--- src/hw/rtl/fwmi_pkg.sv ---
`timescale 1ns / 1ps

package fwmi_pkg;

	// Geometry of each half's ring store
	localparam int CAPACITY = 1024;
	localparam int IDX_W    = $clog2(CAPACITY);
	localparam int CNT_W    = $clog2(CAPACITY + 1);
	localparam int SUM_W    = CNT_W + 1;
	localparam int DATA_W   = 32;

	typedef logic [IDX_W-1:0]         idx_t;
	typedef logic [CNT_W-1:0]         cnt_t;
	typedef logic signed [DATA_W-1:0] word_t;

	// Operation codes on the mode field
	localparam logic [1:0] MODE_PUSH_BACK = 2'd0;
	localparam logic [1:0] MODE_PUSH_MID  = 2'd1;
	localparam logic [1:0] MODE_POP       = 2'd2;

	// Controller to datapath
	typedef struct packed {
		logic load;
		logic exec;
		logic fin;
	} cmd_t;

	// Datapath to controller
	typedef struct packed {
		logic need_fin;
		logic has_result;
	} status_t;

	// Ring index plus offset, wrapped once at CAPACITY
	function automatic idx_t ring_add(idx_t base, cnt_t off);
		logic [SUM_W-1:0] s;
		s = {{(SUM_W - IDX_W){1'b0}}, base} + {1'b0, off};
		if (s >= SUM_W'(CAPACITY)) begin
			s = s - SUM_W'(CAPACITY);
		end
		return s[IDX_W-1:0];
	endfunction

	function automatic idx_t ring_inc(idx_t base);
		return ring_add(base, CNT_W'(1));
	endfunction

	function automatic idx_t ring_dec(idx_t base);
		return (base == '0) ? IDX_W'(CAPACITY - 1) : base - IDX_W'(1);
	endfunction

endpackage

--- src/hw/rtl/fwmi_ctrl.sv ---
`timescale 1ns / 1ps

module fwmi_ctrl (
	input  logic                clk,
	input  logic                arst_n,
	input  logic                start,
	input  fwmi_pkg::status_t   status,
	output fwmi_pkg::cmd_t      cmd,
	output logic                busy,
	output logic                done
);

	typedef enum logic [2:0] {
		ST_IDLE = 3'b001,
		ST_EXEC = 3'b010,
		ST_FIN  = 3'b100
	} state_t;

	state_t state_q;
	state_t state_d;

	// Sequence: accept, execute, optional finish beat
	always_comb begin
		state_d = state_q;
		unique case (state_q)
			ST_IDLE: begin
				if (start) state_d = ST_EXEC;
			end
			ST_EXEC: begin
				state_d = status.need_fin ? ST_FIN : ST_IDLE;
			end
			ST_FIN: begin
				state_d = ST_IDLE;
			end
			default: state_d = ST_IDLE;
		endcase
	end

	always_ff @(posedge clk or negedge arst_n) begin
		if (!arst_n) begin
			state_q <= ST_IDLE;
		end else begin
			state_q <= state_d;
		end
	end

	// Drive commands and handshake
	assign cmd.load = (state_q == ST_IDLE) && start;
	assign cmd.exec = (state_q == ST_EXEC);
	assign cmd.fin  = (state_q == ST_FIN);
	assign busy     = (state_q != ST_IDLE);
	assign done     = (state_q == ST_FIN) && status.has_result;

endmodule

--- config.mk ---
export PLATFORM = sky130hd
export DESIGN_NAME = fwmi_ctrl
export DESIGN_NICKNAME = d
export VERILOG_FILES = /design/src/hw/rtl/fwmi_pkg.sv /design/src/hw/rtl/fwmi_ctrl.sv
export SDC_FILE = /design/constraint.sdc
export NUM_CORES = 1
export LEC_CHECK = 0
export BUFFER_PORTS_ARGS = -buffer_cell sky130_fd_sc_hd__buf_2
export CAP_MARGIN = 25
export CORE_AREA = 3 3 40 42
export DETAILED_ROUTE_END_ITERATION = 8
export DIE_AREA = 0 0 43 45
export PLACE_DENSITY = 0.31
export REMOVE_ABC_BUFFERS = 1
export SLEW_MARGIN = 20
export SYNTH_ARGS = -nofsm -noshare
export SYNTH_HDL_FRONTEND = slang
export SYNTH_SLANG_ARGS = --single-unit
--- constraint.sdc ---
create_clock -name clk -period 3.2 [get_ports clk]
set_clock_uncertainty 0.15 [all_clocks]
set_input_delay 0.16 -clock clk [delete_from_list [all_inputs] [get_ports clk]]
set_output_delay 0.16 -clock clk [all_outputs]
set_load 0.01 [all_outputs]
==> impl_summary.log <==
[metrics] maximum number of pins on one net before global-route repair: 7
[metrics] count of buffers inserted at the top-level ports: 9
[metrics] number of synthesis warnings: 0
[metrics] clock slew seen by the registers of the worst setup and hold paths: 40 ps
[metrics] number of antenna-violating nets in the routed design: 0
[metrics] critical setup path kind: register to output pin
[metrics] max-slew violation count: 0
[metrics] Initial DRC Count: 0
[metrics] post-synth cell types: 9
[metrics] Worst Hold Class: primary input to async pin
[metrics] die height: 45 um
[metrics] synthesis-stage register bit count: 3
[metrics] sequential fraction of the synthesis area: 50.0%
[metrics] top register by number of flip-flops: state_q
[metrics] top post-synthesis cells by area: dfrtp_1 33%, dfstp_2 17%, and4bb_1 16%
[metrics] internal reg-to-reg setup slack: 2080 ps
[metrics] Die Wd: 43 um
[metrics] max-cap violations: 0
[metrics] number of flip-flops in the largest register: 3
[metrics] number of buffers inserted to repair setup after CTS: 0
[metrics] fillers: 147
[metrics] registers with the most flip-flops: state_q x3
[metrics] Worst setup startpoint: state_q[0]
[metrics] final worst path period share: 49.5%
[metrics] mean instance size in the synthesized netlist: 13.9 um^2
[metrics] peak supply drop: 0.223 mV
[metrics] CP peak stage delay: 560 ps
[metrics] vias after detailed routing: 132
[metrics] site row count: 13
[metrics] internal power: 0.110 mW
[metrics] Clk network pwr share: 44.4%
[metrics] buffers from clock root to sink, at most: 2
[metrics] H-tree depth reported by CTS: 1
[metrics] crit path cell chain: or3b_1, buf_2
[metrics] highest-delay cell along the critical path: dfstp_2
[metrics] average wire per standard cell: 9.35 um
[metrics] worst reg2reg path startpoint: state_q[0]
[metrics] P per Cell Area: 586 nW/um^2
[metrics] Final min period: 1580 ps
[metrics] number of buffers added by the clock tree synthesis step: 3
[metrics] Worst-Skew Late Latency: 230 ps
[metrics] switching share of total power: 26.0%
[metrics] setup repair after global routing missed its margin: no
[metrics] CP max FO: 6
[metrics] Crit path arrival time: 1270 ps
[metrics] top-level I/O count: 10
[metrics] area of the die: 1940 um^2
[metrics] share of total power in sequential cells: 36.1%
[metrics] Total Nets Final: 31
[metrics] required time of the critical path: 2890 ps
[metrics] leakage power of the design: 0.126 nW
[metrics] crit path to: busy
[metrics] sw power: 0.0385 mW
[metrics] starting density of the core: 11.9%
[metrics] Core Region: 1280 um^2
[metrics] critical path launch point type: register
[metrics] destination of the worst register-to-register timing path: state_q[0]
[metrics] post-synthesis to final-layout area growth: 65.6%
[metrics] most frequent standard cell in the layout excluding fill and tap cells: buf_2
[metrics] number of standard cells after synthesis: 11
[metrics] GRT Overall Usage: 5.51%
[metrics] max-slew headroom at the worst pin: 89.5%
[metrics] number of setup violations in the final report: 0
[metrics] wire length after detailed routing: 374 um
[metrics] Netlist Area Pre-Place: 153 um^2
[metrics] final worst setup slack: 1620 ps
[metrics] cell type with the highest aggregate area in the netlist: dfrtp_1
[metrics] status: complete, no violations
[metrics] wire length of the first global-routing pass: 731 um
[metrics] global placement routability congestion: 0.615
[metrics] sum of negative setup slack: 0 ps
[metrics] Final Non-Filler Cells: 40
[metrics] slew at the pin closest to its max-slew limit: 157 ps
[metrics] commonest cells after routing, fill and taps aside: 9 x buf_2, 3 x clkbuf_4, 2 x and4bb_1, 2 x dfrtp_1
[metrics] combinational share of power: 19.5%
[metrics] number of global-route vias before repair: 161
[metrics] drt via density: 3.30
[metrics] Fin. Hold Viols: 0
[metrics] fraction of post-synthesis cell area in the top cell type by area: 32.8%
[metrics] share of layout cells above drive strength 1: 60.0%
[metrics] sink count of the clock tree: 3
[metrics] count of placed standard cells including taps: 35
[metrics] worst-case setup slack after placement: 1860 ps
[metrics] clock root buffer: clkbuf_4
[metrics] category of the worst setup path capture point: output pin
[metrics] clock tree from TritonCTS: built
[metrics] Pre-Repair DR Iteration Count: 1
[metrics] antenna cells: 0
[metrics] Remaining DRCs: 0
[metrics] aggregate global routing overflow: 0
[metrics] antenna violations before repair: 0
[metrics] reg2reg path depth: 2
[metrics] Max Clk Rate: 631 MHz
==> timing repair <==
item                                   in CTS  in global routing
endpoints found under the hold margin       3                  0
hold buffers                                1                  0
gates resized for setup                     0                  0
==> critical path: cells and delay by family (launching register included) <==
kind	cells	cell delay [ps]
buffers and inverters	1	140
and+or+nand+nor	1	340
DFF	1	560
==> how the worst min path moves through the flow <==
stage	endpoint	slack [ps]	depth (start not counted)
finish	state_q[2]	100	2
global route	state_q[2]	100	2
CTS	state_q[2]	90	2
detailed placement	state_q[2]	-190	1
global placement	state_q[2]	-200	1
floorplan	state_q[1]	-290	0
==> layout make-up <==
cell class	count	area (um^2)	share of cell area [%]
Timing Repair Buffer	10	55.1	21.8
Clock buffer	4	26.3	10.4
Sequential cell	3	76.3	30.2
Tap cell	15	18.8	7.43
Multi-Input combinational cell	8	76.3	30.2
==> cell usage after synthesis <==
cell type and instances:
and4bb_1 2, dfrtp_1 2, and2_1 1, and4bb_2 1, dfstp_2 1, nor2_1 1
nor3b_1 1, nor3b_2 1, or3b_1 1
==> cells by family after synthesis <==
family	count (synthesis)	synth area share, %
AND/OR/NAND/NOR	8	50.0
flip-flops	3	50.0
==> layer usage <==
layer / up-vias / wire, um / global-route usage, %
met3: 0 / 55 / 4.78
met2: 9 / 116 / 5.39
met5: - / 0 / 0
met1: 52 / 202 / 7.28
met4: 0 / 0 / 3.61
li1: 71 / - / -
==> metrics by stage <==
step / util, % / hold slack [ps] / power, mW / area (um^2)
after floorplan: - / -286 / 0.0691 / 153
after global placement: 16.8 / -196 / 0.0820 / 216
after detailed placement: 16.8 / -191 / 0.0827 / 216
after CTS: 19.7 / 92.0 / 0.153 / 253
after global routing: 19.7 / 97.0 / 0.164 / 253
final: 19.7 / 101 / 0.148 / 253
==> power groups by stage <==
stage	sequential, mW	combinational, mW	clock, mW
6_report	0.0535	0.0288	0.0658
5_1_grt	0.0563	0.0328	0.0750
4_1_cts	0.0534	0.0297	0.0695
3_5_place_dp	0.0540	0.0288	0
3_3_place_gp	0.0536	0.0284	0
2_1_floorplan	0.0517	0.0173	0
Note: power is estimated with default switching activity, not from simulation.
